==> src/rtl/plasma_text_graphics_pixel_gen_core_assert.svh <==
// Assertion macros for the plasma pixel generator.
// Used by the top level only; needs no package.
`ifndef PLASMA_TEXT_GRAPHICS_PIXEL_GEN_CORE_ASSERT_SVH
`define PLASMA_TEXT_GRAPHICS_PIXEL_GEN_CORE_ASSERT_SVH

// Same-cycle implication, sampled on the rising clock edge, off during reset.
`define PTG_ASSERT_IMP(lbl, clk, rst_n, ante, cons) \
	lbl: assert property (@(posedge clk) disable iff (!(rst_n)) (ante) |-> (cons)) \
		else $error("pixel generator check failed");

// Next-cycle implication.
`define PTG_ASSERT_NXT(lbl, clk, rst_n, ante, cons) \
	lbl: assert property (@(posedge clk) disable iff (!(rst_n)) (ante) |=> (cons)) \
		else $error("pixel generator check failed");

`endif

==> src/rtl/ptg_pkg.sv <==
// Shared types, constants and functions of the plasma pixel generator.
// No dependencies; imported by every module of the block but ptg_font_ram.
`default_nettype none

package ptg_pkg;

	localparam int GLYPH_COUNT  = 2048;
	localparam int GLYPH_ROWS   = 16;
	localparam int TEXT_COLUMNS = 80;

	localparam int GLYPH_AW  = $clog2(GLYPH_COUNT);
	localparam int ROW_AW    = $clog2(GLYPH_ROWS);
	localparam int STORE_AW  = GLYPH_AW + ROW_AW;
	localparam int CELL_AW   = 15;
	localparam int PADDR_W   = 5;
	localparam int PDATA_W   = 32;

	// Glyph offsets: bold/thin half and font set stride.
	localparam logic [10:0] BOLD_OFFSET     = 11'd256;
	localparam int          FONT_SET_SHIFT  = 9;

	// Bits of mode_bits.
	localparam int MODE_WIDE  = 0;
	localparam int MODE_GFX   = 1;
	localparam int MODE_VIDEO = 3;
	localparam int MODE_HIRES = 4;
	localparam int MODE_BLINK = 5;

	// Cursor start bits 6:5 with this value turn the cursor off.
	localparam logic [1:0] CURSOR_OFF_CODE = 2'b01;

	localparam logic REQ_FONT_WRITE = 1'b0;
	localparam logic REQ_RENDER     = 1'b1;

	localparam logic [4:0] COUNT_NONE   = 5'd0;
	localparam logic [4:0] COUNT_NARROW = 5'd8;
	localparam logic [4:0] COUNT_DOUBLE = 5'd16;

	typedef enum logic [2:0] {
		REG_ATTR_MAP,
		REG_MODE_BITS,
		REG_FONT_OPTS,
		REG_CURSOR_START,
		REG_CURSOR_END,
		REG_CURSOR_ADDRESS,
		REG_START_ADDRESS,
		REG_GRAPHICS_FG_ON
	} ptg_reg_e;

	localparam logic [3:0]  RST_ATTR_MAP       = 4'd4;
	localparam logic [5:0]  RST_MODE_BITS      = 6'd9;
	localparam logic [2:0]  RST_FONT_OPTS      = 3'd7;
	localparam logic [6:0]  RST_CURSOR_START   = 7'd6;
	localparam logic [3:0]  RST_CURSOR_END     = 4'd7;
	localparam logic [14:0] RST_CURSOR_ADDRESS = 15'd0;
	localparam logic [14:0] RST_START_ADDRESS  = 15'd0;
	localparam logic        RST_GRAPHICS_FG_ON = 1'b1;

	typedef struct packed {
		logic        req_type;
		logic [14:0] font_address;
		logic [7:0]  font_byte;
		logic [8:0]  display_line;
		logic [6:0]  column;
		logic [7:0]  char_byte;
		logic [7:0]  attr_byte;
		logic        blink_phase;
	} ptg_req_t;

	typedef struct packed {
		logic [15:0] pixels;
		logic [4:0]  pixel_count;
		logic [10:0] glyph_used;
		logic        cursor_shown;
	} ptg_res_t;

	typedef struct packed {
		logic [3:0]  attr_map;
		logic [5:0]  mode_bits;
		logic [2:0]  font_opts;
		logic [6:0]  cursor_start;
		logic [3:0]  cursor_end;
		logic [14:0] cursor_address;
		logic [14:0] start_address;
		logic        graphics_fg_on;
	} ptg_cfg_t;

	// What the decode stage hands to the shading stage for one item.
	typedef struct packed {
		logic        is_write;
		logic        is_gfx;
		logic        wide;
		logic        fg;
		logic        bg;
		logic        drawcur;
		logic [10:0] glyph;
		logic [15:0] gfx_pix;
	} ptg_cell_t;

	typedef struct packed {
		logic bg;
		logic fg;
		logic bold;
	} ptg_colors_t;

	// Attribute map: background and foreground levels plus bold select.
	function automatic ptg_colors_t attr_lookup(input logic [7:0] n, input logic [3:0] amap,
		input logic blinkmap);
		logic nb, nf, bb, bf, b, inv;
		logic [3:0] lo;
		ptg_colors_t r;
		nb = 1'b1; nf = 1'b0; bb = 1'b1; bf = 1'b0;
		b  = n[3];
		lo = n[3:0];
		if (n >= 8'h11 && n[2:0] != 3'd0) begin
			inv = amap[2];
			nb = inv; bb = inv; nf = ~inv; bf = ~inv;
			if (amap[3]) b = 1'b1;
		end
		if (n[6:4] == 3'd0) begin
			if (lo >= 4'h1 && lo <= 4'he && lo != 4'h7) begin
				inv = amap[0];
				bb = inv; bf = ~inv;
				if (!n[7]) begin
					nb = inv; nf = ~inv;
					if (amap[1]) b = 1'b1;
				end
			end
			if (lo == 4'h7 || lo == 4'hf) begin
				bb = 1'b0; bf = 1'b1;
				if (!n[7]) begin
					nb = 1'b0; nf = 1'b1;
				end
			end
		end
		if (n >= 8'h81 && n <= 8'h8f) begin
			nb = 1'b0; nf = 1'b1;
			b  = n[3];
		end
		// Equal nibbles give an all-black cell in the normal map.
		if (n[7:4] == n[3:0]) begin
			nb = 1'b0; nf = 1'b0;
		end
		// Same for the blink map, ignoring bit 7, up to 77h.
		if (!n[3] && n[6:4] == n[2:0]) begin
			bb = 1'b0; bf = 1'b0;
		end
		r.bg   = blinkmap ? bb : nb;
		r.fg   = blinkmap ? bf : nf;
		r.bold = b;
		return r;
	endfunction

endpackage

`default_nettype wire

==> src/rtl/ptg_cell_decode.sv <==
// Decode stage: font store address, attribute colors, cursor match, glyph
// choice and graphics pixels for one item. Depends on ptg_pkg.
`default_nettype none

module ptg_cell_decode (
	input  wire ptg_pkg::ptg_req_t           req,
	input  wire ptg_pkg::ptg_cfg_t           cfg,
	output logic                             mem_we,
	output logic [ptg_pkg::STORE_AW-1:0]     mem_addr,
	output ptg_pkg::ptg_cell_t               cell_info
);
	import ptg_pkg::*;

	logic               enabled, wide, blinkmode, add_half;
	logic [ROW_AW-1:0]  sc;
	logic [CELL_AW-1:0] cols, line_base, cell_addr;
	logic               curline, drawcur, blink;
	ptg_colors_t        colors;
	logic [10:0]        glyph_sum, glyph;
	logic [15:0]        hires_pix, dither_pix;
	logic [1:0]         p;

	assign enabled   = cfg.mode_bits[MODE_VIDEO];
	assign wide      = cfg.mode_bits[MODE_WIDE];
	assign blinkmode = cfg.mode_bits[MODE_BLINK];
	assign sc        = req.display_line[ROW_AW-1:0];

	// Cell address: start + character row times line width + column.
	assign cols      = wide ? CELL_AW'(TEXT_COLUMNS) : CELL_AW'(TEXT_COLUMNS / 2);
	assign line_base = CELL_AW'(req.display_line[8:ROW_AW]) * cols;
	assign cell_addr = cfg.start_address + line_base + CELL_AW'(req.column);

	assign curline = (cfg.cursor_start[6:5] != CURSOR_OFF_CODE)
		&& ({cfg.cursor_start[3:0], 1'b0} <= {1'b0, sc})
		&& ({cfg.cursor_end, 1'b0} >= {1'b0, sc});
	assign drawcur = (cell_addr == cfg.cursor_address) && curline && enabled
		&& req.blink_phase;
	assign blink   = req.blink_phase && blinkmode && req.attr_byte[7] && !drawcur;

	assign colors  = attr_lookup(req.attr_byte, cfg.attr_map, blinkmode);

	// The thin swap bit flips which half of the font set holds bold glyphs.
	assign add_half  = ~(cfg.font_opts[2] ^ colors.bold);
	assign glyph_sum = {3'b000, req.char_byte} + (add_half ? BOLD_OFFSET : 11'd0)
		+ (11'(cfg.font_opts[1:0]) << FONT_SET_SHIFT);
	assign glyph     = 11'(glyph_sum[GLYPH_AW-1:0]);

	assign hires_pix = {req.char_byte & {8{enabled && cfg.graphics_fg_on}}, 8'h00};

	// Two-bit ordered dither: level 1 lights even lines, level 2 alternates
	// the lit half by line parity, level 3 is solid.
	always_comb begin
		dither_pix = '0;
		for (int c = 0; c < 4; c++) begin
			p = enabled ? req.char_byte[7 - 2*c -: 2] : 2'b00;
			case (p)
				2'd1: dither_pix[15 - 2*c] = ~req.display_line[0];
				2'd2: begin
					dither_pix[15 - 2*c] = ~req.display_line[0];
					dither_pix[14 - 2*c] = req.display_line[0];
				end
				2'd3: begin
					dither_pix[15 - 2*c] = 1'b1;
					dither_pix[14 - 2*c] = 1'b1;
				end
				default: ;
			endcase
		end
	end

	always_comb begin
		mem_we             = (req.req_type == REQ_FONT_WRITE);
		mem_addr           = mem_we ? req.font_address[STORE_AW-1:0]
			: {glyph[GLYPH_AW-1:0], sc};
		cell_info.is_write = mem_we;
		cell_info.is_gfx   = cfg.mode_bits[MODE_GFX];
		cell_info.wide     = wide;
		cell_info.bg       = colors.bg;
		cell_info.fg       = blink ? colors.bg : colors.fg;
		cell_info.drawcur  = drawcur;
		cell_info.glyph    = glyph;
		cell_info.gfx_pix  = cfg.mode_bits[MODE_HIRES] ? hires_pix : dither_pix;
	end

endmodule

`default_nettype wire

==> config.mk <==
export PLATFORM = sky130hd
export DESIGN_NAME = ptg_cell_decode
export DESIGN_NICKNAME = d
export VERILOG_FILES = /design/src/rtl/plasma_text_graphics_pixel_gen_core_assert.svh /design/src/rtl/ptg_pkg.sv /design/src/rtl/ptg_cell_decode.sv
export SDC_FILE = /design/constraint.sdc
export NUM_CORES = 1
export LEC_CHECK = 0
export BUFFER_PORTS_ARGS = -buffer_cell sky130_fd_sc_hd__buf_2
export CORE_ASPECT_RATIO = 1.25
export CORE_UTILIZATION = 46
export DETAILED_ROUTE_END_ITERATION = 10
export PLACE_DENSITY = 0.95
export SLEW_MARGIN = 20
export SYNTH_ARGS = -nofsm -noshare
export SYNTH_HDL_FRONTEND = slang
export SYNTH_SLANG_ARGS = --single-unit
==> constraint.sdc <==
create_clock -name vclk -period 7.64
set_clock_uncertainty 0.2 [all_clocks]
set_input_delay 1.528 -clock vclk [all_inputs]
set_output_delay 1.528 -clock vclk [all_outputs]
set_load 0.02 [all_outputs]
==> flow_results.org <==
** Critical path
- Type of origin of the critical path :: input pin
- Data arrives at the worst endpoint at 5.77 ns.
- Req. time, crit path :: 5.91 ns
- The worst setup path is of the input pin to primary output kind.
- Along the worst path, the maximum fanout reaches 9.
- STA classifies the critical path endpoint as a primary output.

** STA
- Final count of hold timing violations :: 0
- Static timing analysis puts the maximum clock frequency at 0.1333 GHz.
- The max-slew violation count came to 0.
- The final critical path takes up 98.19% of the cycle.
- After routing, the total negative slack on setup checks comes to 0 ns.
- In this run the tightest slew margin relative to its limit is 63.23%.
- Finish-stage setup viols :: 0
- Min Clock Period, post-route :: 7.502 ns
- For the pin with the worst max-slew slack, the measured transition is 0.5456 ns.

** Floorplanning
- Effective utilization at floorplan :: 47.69%
- Row count :: 30
- Die width :: 68.95 um
- Core box area :: 5405 um2
- The die is 85.69 um tall.
- Area of the die :: 5908 um2
- 161 I/O pins were placed.

** Drt
- After detailed routing, the met3 layer carries 505 um of wire.
- The detailed router placed 2932 vias in this run.
- After detailed routing, the total wire length is 7.793 mm.
- Via/cell ratio :: 5.595
- After detailed routing, the number of remaining DRC violations is 0.
- For this block, wires on met1 add up to 2.668 mm.
- In the final routed layout, each cell accounts on average for 14.87 um.
- DR iter-0 viols :: 80
- DR pass1 iterations :: 4
- Once detail routing completed, the nets flagged for antenna violations numbered 0.
- Routed wire length on met2 :: 4.428 mm
- The detailed router used layers up to and including met5.

** Logic synthesis
- Of all cell types, the one taking the most synthesized area is ha_1.
- Yosys printed 0 warnings.
- Top cells by area, synth :: ha_1 27%, fa_1 7.8%, mux2_2 7.0%, buf_4 6.4%, xor2_1 5.4%
- Synthesized cell area :: 2577 um2
- Share of Yosys cell area claimed by the top area cell type :: 27.18%
- Most frequent cell after synthesis :: ha_1
- Post-synthesis cell count :: 332
- Top cells by instance count after synthesis :: 56 x ha_1, 33 x inv_1, 26 x nor2_1
- Of the synthesized area, sequential elements account for 0%.
- After synthesis, the mean cell area works out to 7.763 um2.
- Post-synthesis cell type count :: 51

** Placed design
- Post-DP HPWL :: 6.362 mm
- After detailed placement, the total cell area comes to 3234 um2.
- Routability-driven placement finished with a final weighted congestion of 0.8751.
- In this run the tool buffered the top-level ports with 141 buffer cells.

** Global routing
- The via count of the first global-routing pass is 2795.
- Global-route total usage across every layer :: 23.97%
- Global routing finished with a remaining overflow of 0.
- The number of antenna violations at the first check in global routing was 3.
- Entering global routing, the biggest net connects 17 pins.
- The first global-routing pass estimated 11.25 mm of wire.

** Outcome
- The flow ran to the end, and the final reports show no timing, DRC or antenna violations.

** Power
- Relative contribution of sequential cells to total power :: 0%
- VDD sags by at most 139.8 uV.
- Combinational Power Share :: 100.0%
- Share of power burned in the clock network :: 0%
- Power spread over the standard cell area amounts to 156.6 nW/um2.
- Switching power :: 290.3 uW
- Internal power comes to 246.8 uW.
- Net switching is 54.05% of the power.
- Summed over all cells, the static leakage comes to 1.839 nW.

** Clocking
- Hold buffers post-CTS :: 0

** Cells and area
- Final cell area excluding filler cells :: 3431 um2
- From synthesis to final layout, the design area changed by 33.11%.
- Share of post-route cells with drive strength above 1 :: 43.23%
- Number of sequential cells in the layout :: 0
- Layout clock buffer count :: 0
- For this run, the post-layout net count is 638.
- In the final layout, flip-flops and latches occupy 0 um2.

** Flow run
- Across the run, the number of max-cap violations was 0.

** Min path
- The tightest min-delay check is of the input pin to primary output type.
-- power groups by stage --
stage	clock, mW	sequential (mW)	combinational, mW
after floorplan	0	0	0.318
after global placement	0	0	0.415
after detailed placement	0	0	0.437
after CTS	0	0	0.449
after global routing	0.0000000175	0	0.585
final	0.0000000350	0	0.537
-- metrics by stage --
stage / std cells / hold slack [ns] / worst slack (ns) / util (%) / power [mW]
floorplan: 340 / 2.969 / 0.1747 / - / 0.3183
global placement: 519 / 2.856 / 0.04582 / 59.84 / 0.4147
detailed placement: 519 / 2.856 / -0.05048 / 59.84 / 0.4367
CTS: 520 / 2.856 / 0.01124 / 60.37 / 0.4492
global route: 523 / 2.856 / -0.00005862 / 63.43 / 0.5849
finish: 524 / 2.856 / 0.1382 / 63.47 / 0.5371
-- cell type report --
cell class	count	area, um2
Antenna cell	2	5.005
Timing Repair Buffer	150	785.8
Multi-Input combinational cell	275	2436
Tap cell	64	80.08
Inverter	33	123.9
Fill cell	441	1974
-- logic make-up after synthesis --
group	count (synthesis)	synth area share (%)
buf+inv	65	12.72
fa+ha+maj	66	34.95
xor+xnor	27	9.174
mux	17	7.379
other cells	2	0.2914
simple gates	87	16.02
compound gates	68	19.47
-- placed cells by master, fill, tap and decap left out, drive strengths merged, types with 4 or more instances in the layout --
| cell type | count |
|---|---|
| a21oi | 25 |
| buf | 150 |
| conb | 10 |
| fa | 10 |
| ha | 56 |
| inv | 33 |
| mux2 | 16 |
| nand2 | 23 |
| nand3 | 4 |
| nand4 | 4 |
| nor2 | 26 |
| nor3 | 13 |
| o211ai | 4 |
| o21ai | 8 |
| o32ai | 8 |
| xnor2 | 11 |
| xor2 | 16 |
-- worst paths after layout --
path | slack (ns) | start | to | cells after the start
max | 0.14 | cfg[45] | cell_info[29] | 17
min | 2.86 | cfg[46] | cell_info[31] | 0
-- per-layer routing --
layer  vias to the layer above  GRT usage [%]
met4                         2          6.679
met5                         -              0
li1                       1403              -
met1                      1365          21.33
met2                       140          50.75
met3                        22          3.723
-- critical path, cell delays in order --
cell	delay (ns)
buf_6	0.11
mux2_4	0.31
ha_1	0.27
ha_1	0.29
inv_1	0.05
fa_1	0.53
inv_1	0.06
fa_1	0.57
ha_4	0.23
or3_1	0.35
o211ai_1	0.19
a21oi_1	0.18
a2111oi_4	0.23
nand4_1	0.14
or4_1	0.50
nand3_2	0.10
buf_6	0.11
-- repair_timing --
item | in CTS | in global routing
setup buffers | 1 | 2
setup endpoints to repair | 1 | 1
resized for setup | 4 | 25
pin swaps | 0 | 15
hold endpoints to repair | 0 | 0
Note: power is estimated with default switching activity, not from simulation.
