==> src/rtl/plasma_text_graphics_pixel_gen_core_assert.svh <==
// Assertion macros for the plasma pixel generator.
// Used by the top level only; needs no package.
`ifndef PLASMA_TEXT_GRAPHICS_PIXEL_GEN_CORE_ASSERT_SVH
`define PLASMA_TEXT_GRAPHICS_PIXEL_GEN_CORE_ASSERT_SVH

// Same-cycle implication, sampled on the rising clock edge, off during reset.
`define PTG_ASSERT_IMP(lbl, clk, rst_n, ante, cons) \
	lbl: assert property (@(posedge clk) disable iff (!(rst_n)) (ante) |-> (cons)) \
		else $error("pixel generator check failed");

// Next-cycle implication.
`define PTG_ASSERT_NXT(lbl, clk, rst_n, ante, cons) \
	lbl: assert property (@(posedge clk) disable iff (!(rst_n)) (ante) |=> (cons)) \
		else $error("pixel generator check failed");

`endif

==> src/rtl/ptg_pkg.sv <==
// Shared types, constants and functions of the plasma pixel generator.
// No dependencies; imported by every module of the block but ptg_font_ram.
`default_nettype none

package ptg_pkg;

	localparam int GLYPH_COUNT  = 2048;
	localparam int GLYPH_ROWS   = 16;
	localparam int TEXT_COLUMNS = 80;

	localparam int GLYPH_AW  = $clog2(GLYPH_COUNT);
	localparam int ROW_AW    = $clog2(GLYPH_ROWS);
	localparam int STORE_AW  = GLYPH_AW + ROW_AW;
	localparam int CELL_AW   = 15;
	localparam int PADDR_W   = 5;
	localparam int PDATA_W   = 32;

	// Glyph offsets: bold/thin half and font set stride.
	localparam logic [10:0] BOLD_OFFSET     = 11'd256;
	localparam int          FONT_SET_SHIFT  = 9;

	// Bits of mode_bits.
	localparam int MODE_WIDE  = 0;
	localparam int MODE_GFX   = 1;
	localparam int MODE_VIDEO = 3;
	localparam int MODE_HIRES = 4;
	localparam int MODE_BLINK = 5;

	// Cursor start bits 6:5 with this value turn the cursor off.
	localparam logic [1:0] CURSOR_OFF_CODE = 2'b01;

	localparam logic REQ_FONT_WRITE = 1'b0;
	localparam logic REQ_RENDER     = 1'b1;

	localparam logic [4:0] COUNT_NONE   = 5'd0;
	localparam logic [4:0] COUNT_NARROW = 5'd8;
	localparam logic [4:0] COUNT_DOUBLE = 5'd16;

	typedef enum logic [2:0] {
		REG_ATTR_MAP,
		REG_MODE_BITS,
		REG_FONT_OPTS,
		REG_CURSOR_START,
		REG_CURSOR_END,
		REG_CURSOR_ADDRESS,
		REG_START_ADDRESS,
		REG_GRAPHICS_FG_ON
	} ptg_reg_e;

	localparam logic [3:0]  RST_ATTR_MAP       = 4'd4;
	localparam logic [5:0]  RST_MODE_BITS      = 6'd9;
	localparam logic [2:0]  RST_FONT_OPTS      = 3'd7;
	localparam logic [6:0]  RST_CURSOR_START   = 7'd6;
	localparam logic [3:0]  RST_CURSOR_END     = 4'd7;
	localparam logic [14:0] RST_CURSOR_ADDRESS = 15'd0;
	localparam logic [14:0] RST_START_ADDRESS  = 15'd0;
	localparam logic        RST_GRAPHICS_FG_ON = 1'b1;

	typedef struct packed {
		logic        req_type;
		logic [14:0] font_address;
		logic [7:0]  font_byte;
		logic [8:0]  display_line;
		logic [6:0]  column;
		logic [7:0]  char_byte;
		logic [7:0]  attr_byte;
		logic        blink_phase;
	} ptg_req_t;

	typedef struct packed {
		logic [15:0] pixels;
		logic [4:0]  pixel_count;
		logic [10:0] glyph_used;
		logic        cursor_shown;
	} ptg_res_t;

	typedef struct packed {
		logic [3:0]  attr_map;
		logic [5:0]  mode_bits;
		logic [2:0]  font_opts;
		logic [6:0]  cursor_start;
		logic [3:0]  cursor_end;
		logic [14:0] cursor_address;
		logic [14:0] start_address;
		logic        graphics_fg_on;
	} ptg_cfg_t;

	// What the decode stage hands to the shading stage for one item.
	typedef struct packed {
		logic        is_write;
		logic        is_gfx;
		logic        wide;
		logic        fg;
		logic        bg;
		logic        drawcur;
		logic [10:0] glyph;
		logic [15:0] gfx_pix;
	} ptg_cell_t;

	typedef struct packed {
		logic bg;
		logic fg;
		logic bold;
	} ptg_colors_t;

	// Attribute map: background and foreground levels plus bold select.
	function automatic ptg_colors_t attr_lookup(input logic [7:0] n, input logic [3:0] amap,
		input logic blinkmap);
		logic nb, nf, bb, bf, b, inv;
		logic [3:0] lo;
		ptg_colors_t r;
		nb = 1'b1; nf = 1'b0; bb = 1'b1; bf = 1'b0;
		b  = n[3];
		lo = n[3:0];
		if (n >= 8'h11 && n[2:0] != 3'd0) begin
			inv = amap[2];
			nb = inv; bb = inv; nf = ~inv; bf = ~inv;
			if (amap[3]) b = 1'b1;
		end
		if (n[6:4] == 3'd0) begin
			if (lo >= 4'h1 && lo <= 4'he && lo != 4'h7) begin
				inv = amap[0];
				bb = inv; bf = ~inv;
				if (!n[7]) begin
					nb = inv; nf = ~inv;
					if (amap[1]) b = 1'b1;
				end
			end
			if (lo == 4'h7 || lo == 4'hf) begin
				bb = 1'b0; bf = 1'b1;
				if (!n[7]) begin
					nb = 1'b0; nf = 1'b1;
				end
			end
		end
		if (n >= 8'h81 && n <= 8'h8f) begin
			nb = 1'b0; nf = 1'b1;
			b  = n[3];
		end
		// Equal nibbles give an all-black cell in the normal map.
		if (n[7:4] == n[3:0]) begin
			nb = 1'b0; nf = 1'b0;
		end
		// Same for the blink map, ignoring bit 7, up to 77h.
		if (!n[3] && n[6:4] == n[2:0]) begin
			bb = 1'b0; bf = 1'b0;
		end
		r.bg   = blinkmap ? bb : nb;
		r.fg   = blinkmap ? bf : nf;
		r.bold = b;
		return r;
	endfunction

endpackage

`default_nettype wire

==> src/rtl/ptg_regs.sv <==
// APB configuration registers of the plasma pixel generator.
// Depends on ptg_pkg.
`default_nettype none

module ptg_regs (
	input  wire logic                          clk,
	input  wire logic                          arst_n,
	input  wire logic                          psel,
	input  wire logic                          penable,
	input  wire logic                          pwrite,
	input  wire logic [ptg_pkg::PADDR_W-1:0]   paddr,
	input  wire logic [ptg_pkg::PDATA_W-1:0]   pwdata,
	output logic      [ptg_pkg::PDATA_W-1:0]   prdata,
	output logic                               pready,
	output ptg_pkg::ptg_cfg_t                  cfg
);
	import ptg_pkg::*;

	ptg_cfg_t cfg_q;
	ptg_reg_e sel;
	logic     wr_en;

	assign sel    = ptg_reg_e'(paddr[PADDR_W-1:2]);
	assign pready = 1'b1;
	assign wr_en  = psel && penable && pwrite;

	always_ff @(posedge clk or negedge arst_n) begin
		if (!arst_n) begin
			cfg_q.attr_map       <= RST_ATTR_MAP;
			cfg_q.mode_bits      <= RST_MODE_BITS;
			cfg_q.font_opts      <= RST_FONT_OPTS;
			cfg_q.cursor_start   <= RST_CURSOR_START;
			cfg_q.cursor_end     <= RST_CURSOR_END;
			cfg_q.cursor_address <= RST_CURSOR_ADDRESS;
			cfg_q.start_address  <= RST_START_ADDRESS;
			cfg_q.graphics_fg_on <= RST_GRAPHICS_FG_ON;
		end else if (wr_en) begin
			unique case (sel)
				REG_ATTR_MAP:       cfg_q.attr_map       <= pwdata[3:0];
				REG_MODE_BITS:      cfg_q.mode_bits      <= pwdata[5:0];
				REG_FONT_OPTS:      cfg_q.font_opts      <= pwdata[2:0];
				REG_CURSOR_START:   cfg_q.cursor_start   <= pwdata[6:0];
				REG_CURSOR_END:     cfg_q.cursor_end     <= pwdata[3:0];
				REG_CURSOR_ADDRESS: cfg_q.cursor_address <= pwdata[14:0];
				REG_START_ADDRESS:  cfg_q.start_address  <= pwdata[14:0];
				REG_GRAPHICS_FG_ON: cfg_q.graphics_fg_on <= pwdata[0];
				default: ;
			endcase
		end
	end

	always_comb begin
		prdata = '0;
		unique case (sel)
			REG_ATTR_MAP:       prdata = PDATA_W'(cfg_q.attr_map);
			REG_MODE_BITS:      prdata = PDATA_W'(cfg_q.mode_bits);
			REG_FONT_OPTS:      prdata = PDATA_W'(cfg_q.font_opts);
			REG_CURSOR_START:   prdata = PDATA_W'(cfg_q.cursor_start);
			REG_CURSOR_END:     prdata = PDATA_W'(cfg_q.cursor_end);
			REG_CURSOR_ADDRESS: prdata = PDATA_W'(cfg_q.cursor_address);
			REG_START_ADDRESS:  prdata = PDATA_W'(cfg_q.start_address);
			REG_GRAPHICS_FG_ON: prdata = PDATA_W'(cfg_q.graphics_fg_on);
			default:            prdata = '0;
		endcase
	end

	assign cfg = cfg_q;

endmodule

`default_nettype wire

==> config.mk <==
export PLATFORM = sky130hd
export DESIGN_NAME = ptg_regs
export DESIGN_NICKNAME = d
export VERILOG_FILES = /design/src/rtl/plasma_text_graphics_pixel_gen_core_assert.svh /design/src/rtl/ptg_pkg.sv /design/src/rtl/ptg_regs.sv
export SDC_FILE = /design/constraint.sdc
export NUM_CORES = 1
export LEC_CHECK = 0
export ABC_AREA = 0
export BUFFER_PORTS_ARGS = -buffer_cell sky130_fd_sc_hd__buf_2
export CORE_MARGIN = 1
export CORE_UTILIZATION = 47
export CTS_CLUSTER_SIZE = 40
export DETAILED_ROUTE_END_ITERATION = 6
export GPL_TIMING_DRIVEN = 0
export PLACE_DENSITY_LB_ADDON = 0.25
export RECOVER_POWER = 100
export SLEW_MARGIN = 20
export SYNTH_ARGS = -nofsm -noshare
export SYNTH_HDL_FRONTEND = slang
export SYNTH_SLANG_ARGS = --single-unit
==> constraint.sdc <==
create_clock -name clk -period 1.4 [get_ports clk]
set_input_delay 0.14 -clock clk [delete_from_list [all_inputs] [get_ports clk]]
set_output_delay 0.14 -clock clk [all_outputs]
set_load 0.005 [all_outputs]
==> out/results.tsv, run 1 <==
metric	value	unit
synth_xor_area_frac	0	
cts_buffer_depth	2	
overflow	0	
finalSetupViolCount	28	
cts-htree-levels	2	
reg2reg_from	cfg[16]$_DFFE_PN0P_	
final_util	0.6370	
clock_latency	310	ps
synthToLayoutAreaGrowth	28.53	%
fin_ws	-478.8	ps
dp_hpwl	4.400	mm
drtPass1Iterations	4	
rows	27	
clkSinkCount	55	
hold_violations	0	
synth-seq-area-share	0.5036	
path_delay_family	compound AO/OA/AOI/OAI gates	
worstHoldEndpoint	cfg[13]$_DFFE_PN0P_	
period_share	1.342	
wl_met2	3.145	mm
p_leak	1.787	nW
synth_area_per_cell	12.97	sq um
cts-root-buf	clkbuf_8	
drc	0	
worst_pin_slew	728.8	ps
initial_core_util	0.4956	
min_from	pwdata[12]	
syn_inst	213	
grt_antenna_before_repair	0	
fmax	532.3	MHz
largest_reg_flops	55	
io_buffers	91	
critPathMaxStageDelay	400	ps
grt_start_max_net_pins	56	
fp.dieH	78.67	um
dpl_cell_area	3371	sq um
end_kind	output port	
drive_gt1_frac	0.5490	
crit_slowest_cell	dfrtp_1	
drt-total-wl	6.341	mm
worstPathArrival	1740	ps
yosys.area_share.adder	0	
startpoint_type	flip-flop	
post-place-ws	-309.5	ps
power_density	1221	nW/um^2
path_clk_slew	100	ps
dieArea	6188	sq um
ys_seq_elements	55	
path_class	flip-flop to output port	
whs_path_depth	2	
cp_cell_sequence	and4b_1, a211o_1, a221o_1, a22o_1, buf_2	
worstPathRequired	1260	ps
antenna_cells	0	
cts_tree	done	
slew_headroom	0.5141	
die_width	78.67	um
io_pins	130	
core	5574	sq um
drtIter0Drc	52	
muxShareOfSynthArea	0.2754	
syn_area	2763	sq um
finalCriticalPeriod	1879	ps
ys.flop_type	dfrtp_1	
rsz0062_at_grt	yes	
synth_simple_gate_area_share	0.08107	
grt_pass1_vias	1919	
wl_per_cell	15.50	um
ant_nets	0	
finalMaxSlewViolations	0	
highest_layer	met4	
ir_drop	0.0007456	V
violations	setup timing	
yosysUniqueCellTypes	31	
synth_compound_area_frac	0.06295	
finClkSkew	0	ps
cap_violations	0	
reg2reg_depth	2	
hold_path.class	input port to flip-flop	
critPathBufInv	1	
nets	378	
route.met3.wl	381	um
m1WireLength	2.747	mm
grt_pass1_wl	9.660	mm
synth_edf_count	0	
fin_area	3551	sq um
synth_top_family_by_area	multiplexers	
gr-usage-all-layers	0.2058	
routed_via_density	5.046	
status	finished with violations	
num_vias	2064	
cts_buffers	5	
yosysWarnings	0	
reg2reg_to	cfg[16]$_DFFE_PN0P_	
synthArstFlopShare	1.000	
reg2reg_setup_slack	500	ps
crit_fanout	2	
place_congestion	0.7217	
==> cells in the final DEF, fill, tap and decap left out, types with 3 or more instances in the layout <==
master | synthesis | final
a22o_1 | 5 | 5
a22oi_1 | 8 | 8
buf_2 | 5 | 75
buf_4 | 21 | 25
buf_6 | 1 | 3
clkbuf_1 | 2 | 19
clkbuf_4 | 0 | 5
clkbuf_8 | 0 | 5
conb_1 | 2 | 18
dfrtp_1 | 43 | 43
dfstp_1 | 0 | 8
dfstp_2 | 12 | 4
mux2_2 | 50 | 50
mux2_4 | 6 | 6
mux2i_1 | 4 | 4
mux4_2 | 3 | 3
nand2_1 | 7 | 6
nand2b_1 | 4 | 4
nor2_1 | 6 | 6
nor2_2 | 3 | 3
nor2b_1 | 11 | 9
o21ai_0 | 6 | 4
or3_1 | 3 | 3
==> synthesized netlist by cell type (2+ instances only) <==
master	n	share of area
mux2_2	50	0.20
dfrtp_1	43	0.39
buf_4	21	0.057
dfstp_2	12	0.11
nor2b_1	11	0.025
a22oi_1	8	0.022
nand2_1	7	0.0095
mux2_4	6	0.033
nor2_1	6	0.0082
o21ai_0	6	0.011
a22o_1	5	0.016
buf_2	5	0.0091
mux2i_1	4	0.014
nand2b_1	4	0.0091
mux4_2	3	0.024
nor2_2	3	0.0068
or3_1	3	0.0068
clkbuf_1	2	0.0027
conb_1	2	0.0027
==> how the worst max path moves through the flow <==
stage	startpoint	slack, ps	depth (start not counted)	endpoint
global placement	paddr[2]	-320	5	cfg[9]$_DFFE_PN0P_
CTS	cfg[38]$_DFFE_PN0P_	-460	5	prdata[3]
global route	cfg[38]$_DFFE_PN0P_	-550	5	prdata[3]
detailed placement	paddr[2]	-310	5	cfg[9]$_DFFE_PN0P_
floorplan	cfg[38]$_DFFE_PN0P_	20	4	prdata[3]
finish	cfg[38]$_DFFE_PN0P_	-480	5	prdata[3]
==> per-stage QoR <==
stage	setup TNS, ps	std cells	total power, W	hold slack (ps)
after floorplan	0	229	0.002761	-155.6
after global placement	-9735	392	0.003269	384.2
after detailed placement	-9599	392	0.003304	227.6
after CTS	-1089	408	0.004408	68.23
after global routing	-5471	409	0.004554	75.15
final	-3670	409	0.004336	71.04
==> repair_timing <==
item                       4_1_cts  5_1_grt
pin swaps                        1        2
hold endpoints to repair        43        0
cloned                           0        0
buffers inserted                 7        1
hold buffers                     1        0
setup endpoints to repair       15       10
gates resized for setup         11        5
==> cell type report <==
class	instances	area, sq um
plain buffers	29	219.0
clock buffers	7	76.32
clock inverters	1	30.03
fillers	488	2023
inverters	1	3.754
multi-input cells	144	1237
flip-flops and latches	55	1391
well taps	72	90.09
repair buffers	100	503.0
==> cells by family after synthesis <==
logic type | after synthesis
multiplexers | 63
other | 2
AND/OR/NAND/NOR | 39
AO/OA/AOI/OAI | 24
buffers and inverters | 30
flip-flops | 55
==> per-layer routing <==
metal,GRT usage,vias up
met4,0.06111,0
met2,0.3400,69
li1,-,965
met1,0.2682,1025
met5,0,-
met3,0.04767,5
==> report_power, final <==
group	total (W)	switching, W	internal (W)
registers	0.00215	0.000219	0.00194
clock network	0.00104	0.000500	0.000536
logic	0.00115	0.000458	0.000687
total	0.00434	0.00118	0.00316
Note: power is estimated with default switching activity, not from simulation.
==> run 2: changes to the inputs <==
--- a/config.mk
+++ b/config.mk
@@ -5,10 +5,10 @@
 export SDC_FILE = /design/constraint.sdc
 export NUM_CORES = 1
 export LEC_CHECK = 0
-export ABC_AREA = 0
+export ABC_AREA = 1
 export BUFFER_PORTS_ARGS = -buffer_cell sky130_fd_sc_hd__buf_2
 export CORE_MARGIN = 1
-export CORE_UTILIZATION = 47
+export CORE_UTILIZATION = 46
 export CTS_CLUSTER_SIZE = 40
 export DETAILED_ROUTE_END_ITERATION = 6
 export GPL_TIMING_DRIVEN = 0
==> out/results.tsv, run 2 <==
metric	value	unit	change
cts_buffer_depth	2		unchanged
finClkSkew	0	ps	unchanged
yosysWarnings	0		unchanged
synthArstFlopShare	1.000		unchanged
die_width	77.97	um	-0.88%
min_from	pwdata[2]		
post-synth-top-count-cell	nand2_1		
drive_gt1_frac	0.2752		-0.2738
largest_reg_flops	55		unchanged
hold_path.class	input port to flip-flop		
place_congestion	0.8428		+17%
reg2reg_from	cfg[37]$_DFFE_PN1P_		
crit_fanout	10		+8
syn_area	2655	sq um	-3.9%
critPathMaxStageDelay	230	ps	-170 ps
ys_seq_elements	55		unchanged
final_common_cell	buf_2		
mostFrequentLayoutCells	76 x buf_2, 66 x nand2_1, 43 x dfrtp_1		
finalSetupViolCount	3		-89%
hold_violations	0		unchanged
synth_edf_count	0		unchanged
worst_pin_slew	723.7	ps	-5.151 ps
ys.flop_type	dfrtp_1		
path_class	input port to output port		
cts-htree-levels	2		unchanged
worstPathRequired	1260	ps	about the same
ir_drop	0.0007917	V	+6.2%
crit_slowest_cell	buf_4		
status	finished with violations		
num_vias	2574		+25%
hold_slack	53.93	ps	-17.11 ps
rsz0062_at_grt	yes		
dieArea	6079	sq um	-1.8%
period_share	1.033		-0.3095
startpoint	paddr[3]		
routed_via_density	4.960		-1.7%
fmax	691.8	MHz	+30%
synth-seq-area-share	0.5240		+0.02041
post-synth-top-area-cell	dfrtp_1		
grt_start_max_net_pins	56		unchanged
drtIter0Drc	161		+210%
p_leak	1.809	nW	+1.2%
cts-root-buf	clkbuf_8		
cts_buffers	5		unchanged
synth.area.top_cells	dfrtp_1 41%, dfstp_2 12%, nand2_1 9.3%, o21ai_0 7.2%, buf_4 5.7%		
dp_hpwl	5.115	mm	+16%
fin_ws	-45.52	ps	+433.3 ps
gr-usage-all-layers	0.2416		+0.03583
path_clk_slew	90	ps	about the same
finalCriticalPeriod	1446	ps	-433.3 ps
violations	setup timing		
post-place-ws	-96.02	ps	+213.5 ps
cap_violations	0		unchanged
grt_antenna_before_repair	0		unchanged
grt_pass1_vias	2317		+21%
synth_top_area_share	0.4053		+0.01579
synthToLayoutAreaGrowth	27.47	%	
antenna_cells	0		unchanged
overflow	0		unchanged
grt_pass1_wl	11.27	mm	+17%
fp.dieH	77.97	um	-0.88%
cts_tree	done		
rows	27		unchanged
drtPass1Iterations	4		unchanged
startpoint_type	input port		
path_delay_family	buffers and inverters		
synth_area_per_cell	8.169	sq um	-37%
yosysUniqueCellTypes	18		-42%
clock_latency	310	ps	about the same
end_kind	output port		
core	5540	sq um	-0.61%
worstPathArrival	1310	ps	-430 ps
initial_core_util	0.4792		-0.01640
cp_cell_sequence	buf_2, buf_4, nand3_1, buf_4, nor2_1, nor2_1, nand3_1, buf_2		
slew_headroom	0.5176		+0.003434
finalMaxSlewViolations	0		unchanged
ant_nets	0		unchanged
io_pins	130		unchanged
n_fill_cell	551		+13%
drc	0		unchanged
nets	488		+29%
drt-total-wl	7.112	mm	+12%
wl_per_cell	13.70	um	-12%
synthTopCellsByCount	66 x nand2_1, 43 x dfrtp_1, 39 x inv_1, 38 x o21ai_0, 34 x nor2_1		
io_buffers	92		+1.1%
syn_inst	325		+53%
critPathBufInv	4		+3
power_density	1272	nW/um^2	+4.2%
final_util	0.6109		-0.02615
clkSinkCount	55		unchanged
## run 2: changes by cell type after synthesis, sizes merged, moves of 5 or more
cell,before,now
inv,1,39
a21oi,1,18
nand3,0,13
nor2,9,36
a22o,5,0
o22ai,0,8
nor2b,11,0
o21ai,6,38
nand4,1,14
mux2,56,0
a22oi,8,0
nand2,7,66
## run 2: cells by family after synthesis
| logic type | share of synthesized area |
|---|---|
| other | 0.002829 |
| AOI/OAI and AO/OA | 0.1272 |
| DFF | 0.5240 |
| and+or+nand+nor | 0.2111 |
| buffers and inverters | 0.1348 |
## run 2: where the power goes
part,switching (W),internal (W),leakage (nW)
Sequential,0.000246,0.00198,0.634
Clock,0.000506,0.000453,0.0515
Combinational,0.000590,0.000530,1.12
## run 2: worst paths after layout
check / endpoint / slack, ps / cells past startpoint
min in group asynchronous: cfg[27]$_DFFE_PN0P_ / 440 / 2
worst min register to register: cfg[42]$_DFFE_PN1P_ / 510 / 2
max in group asynchronous: cfg[34]$_DFFE_PN0P_ / 490 / 2
worst max-delay path: prdata[1] / -50 / 8
worst min-delay path: cfg[3]$_DFFE_PN0P_ / 50 / 3
worst max register to register: cfg[37]$_DFFE_PN1P_ / 440 / 4
## run 2: metal layers
metal  GRT usage  wire [um]  vias up  part of all wire
li1            -          -     1247                 -
met1      0.3172       3108     1214              0.44
met2      0.4071       3455      104              0.49
met3     0.04941        450        9             0.063
met4     0.06481         97        0             0.014
met5           0          0        -                 0
## run 2: metrics by stage
step / instances / total power, W / TNS, ps / cell area, sq um
floorplan: 341 / 0.002757 / 0 / 2715
global placement: 505 / 0.003328 / -285.0 / 3266
detailed placement: 505 / 0.003368 / -321.6 / 3268
CTS: 517 / 0.004353 / -11.11 / 3413
global route: 519 / 0.004578 / -574.5 / 3385
finish: 519 / 0.004306 / -82.68 / 3385
## run 2: what timing repair did
item / in CTS / in global routing
gates cloned: 0 / 0
endpoints found under the setup margin: 6 / 6
pin swaps: 2 / 0
buffers inserted: 3 / 2
resized for setup: 5 / 1
hold endpoints to repair: 43 / 0
hold buffers: 1 / 0
## run 2: worst register-to-register path, delay by kind of cell, from the launching register on
family          cells  cell delay, ps
compound gates      1              70
flops               1             560
buf+inv             2             220
simple gates        1              40
## run 2: area by class of cell
| type | instances | area, sq um | share of cell area |
|---|---|---|---|
| multi-input combinational | 214 | 958.4 | 0.2832 |
| sequential | 55 | 1391 | 0.4111 |
| buffer | 32 | 206.4 | 0.06100 |
| clock buffer | 8 | 100.1 | 0.02957 |
| tap | 72 | 90.09 | 0.02662 |
| inverter | 40 | 150.1 | 0.04436 |
| timing repair buffer | 98 | 488.0 | 0.1442 |
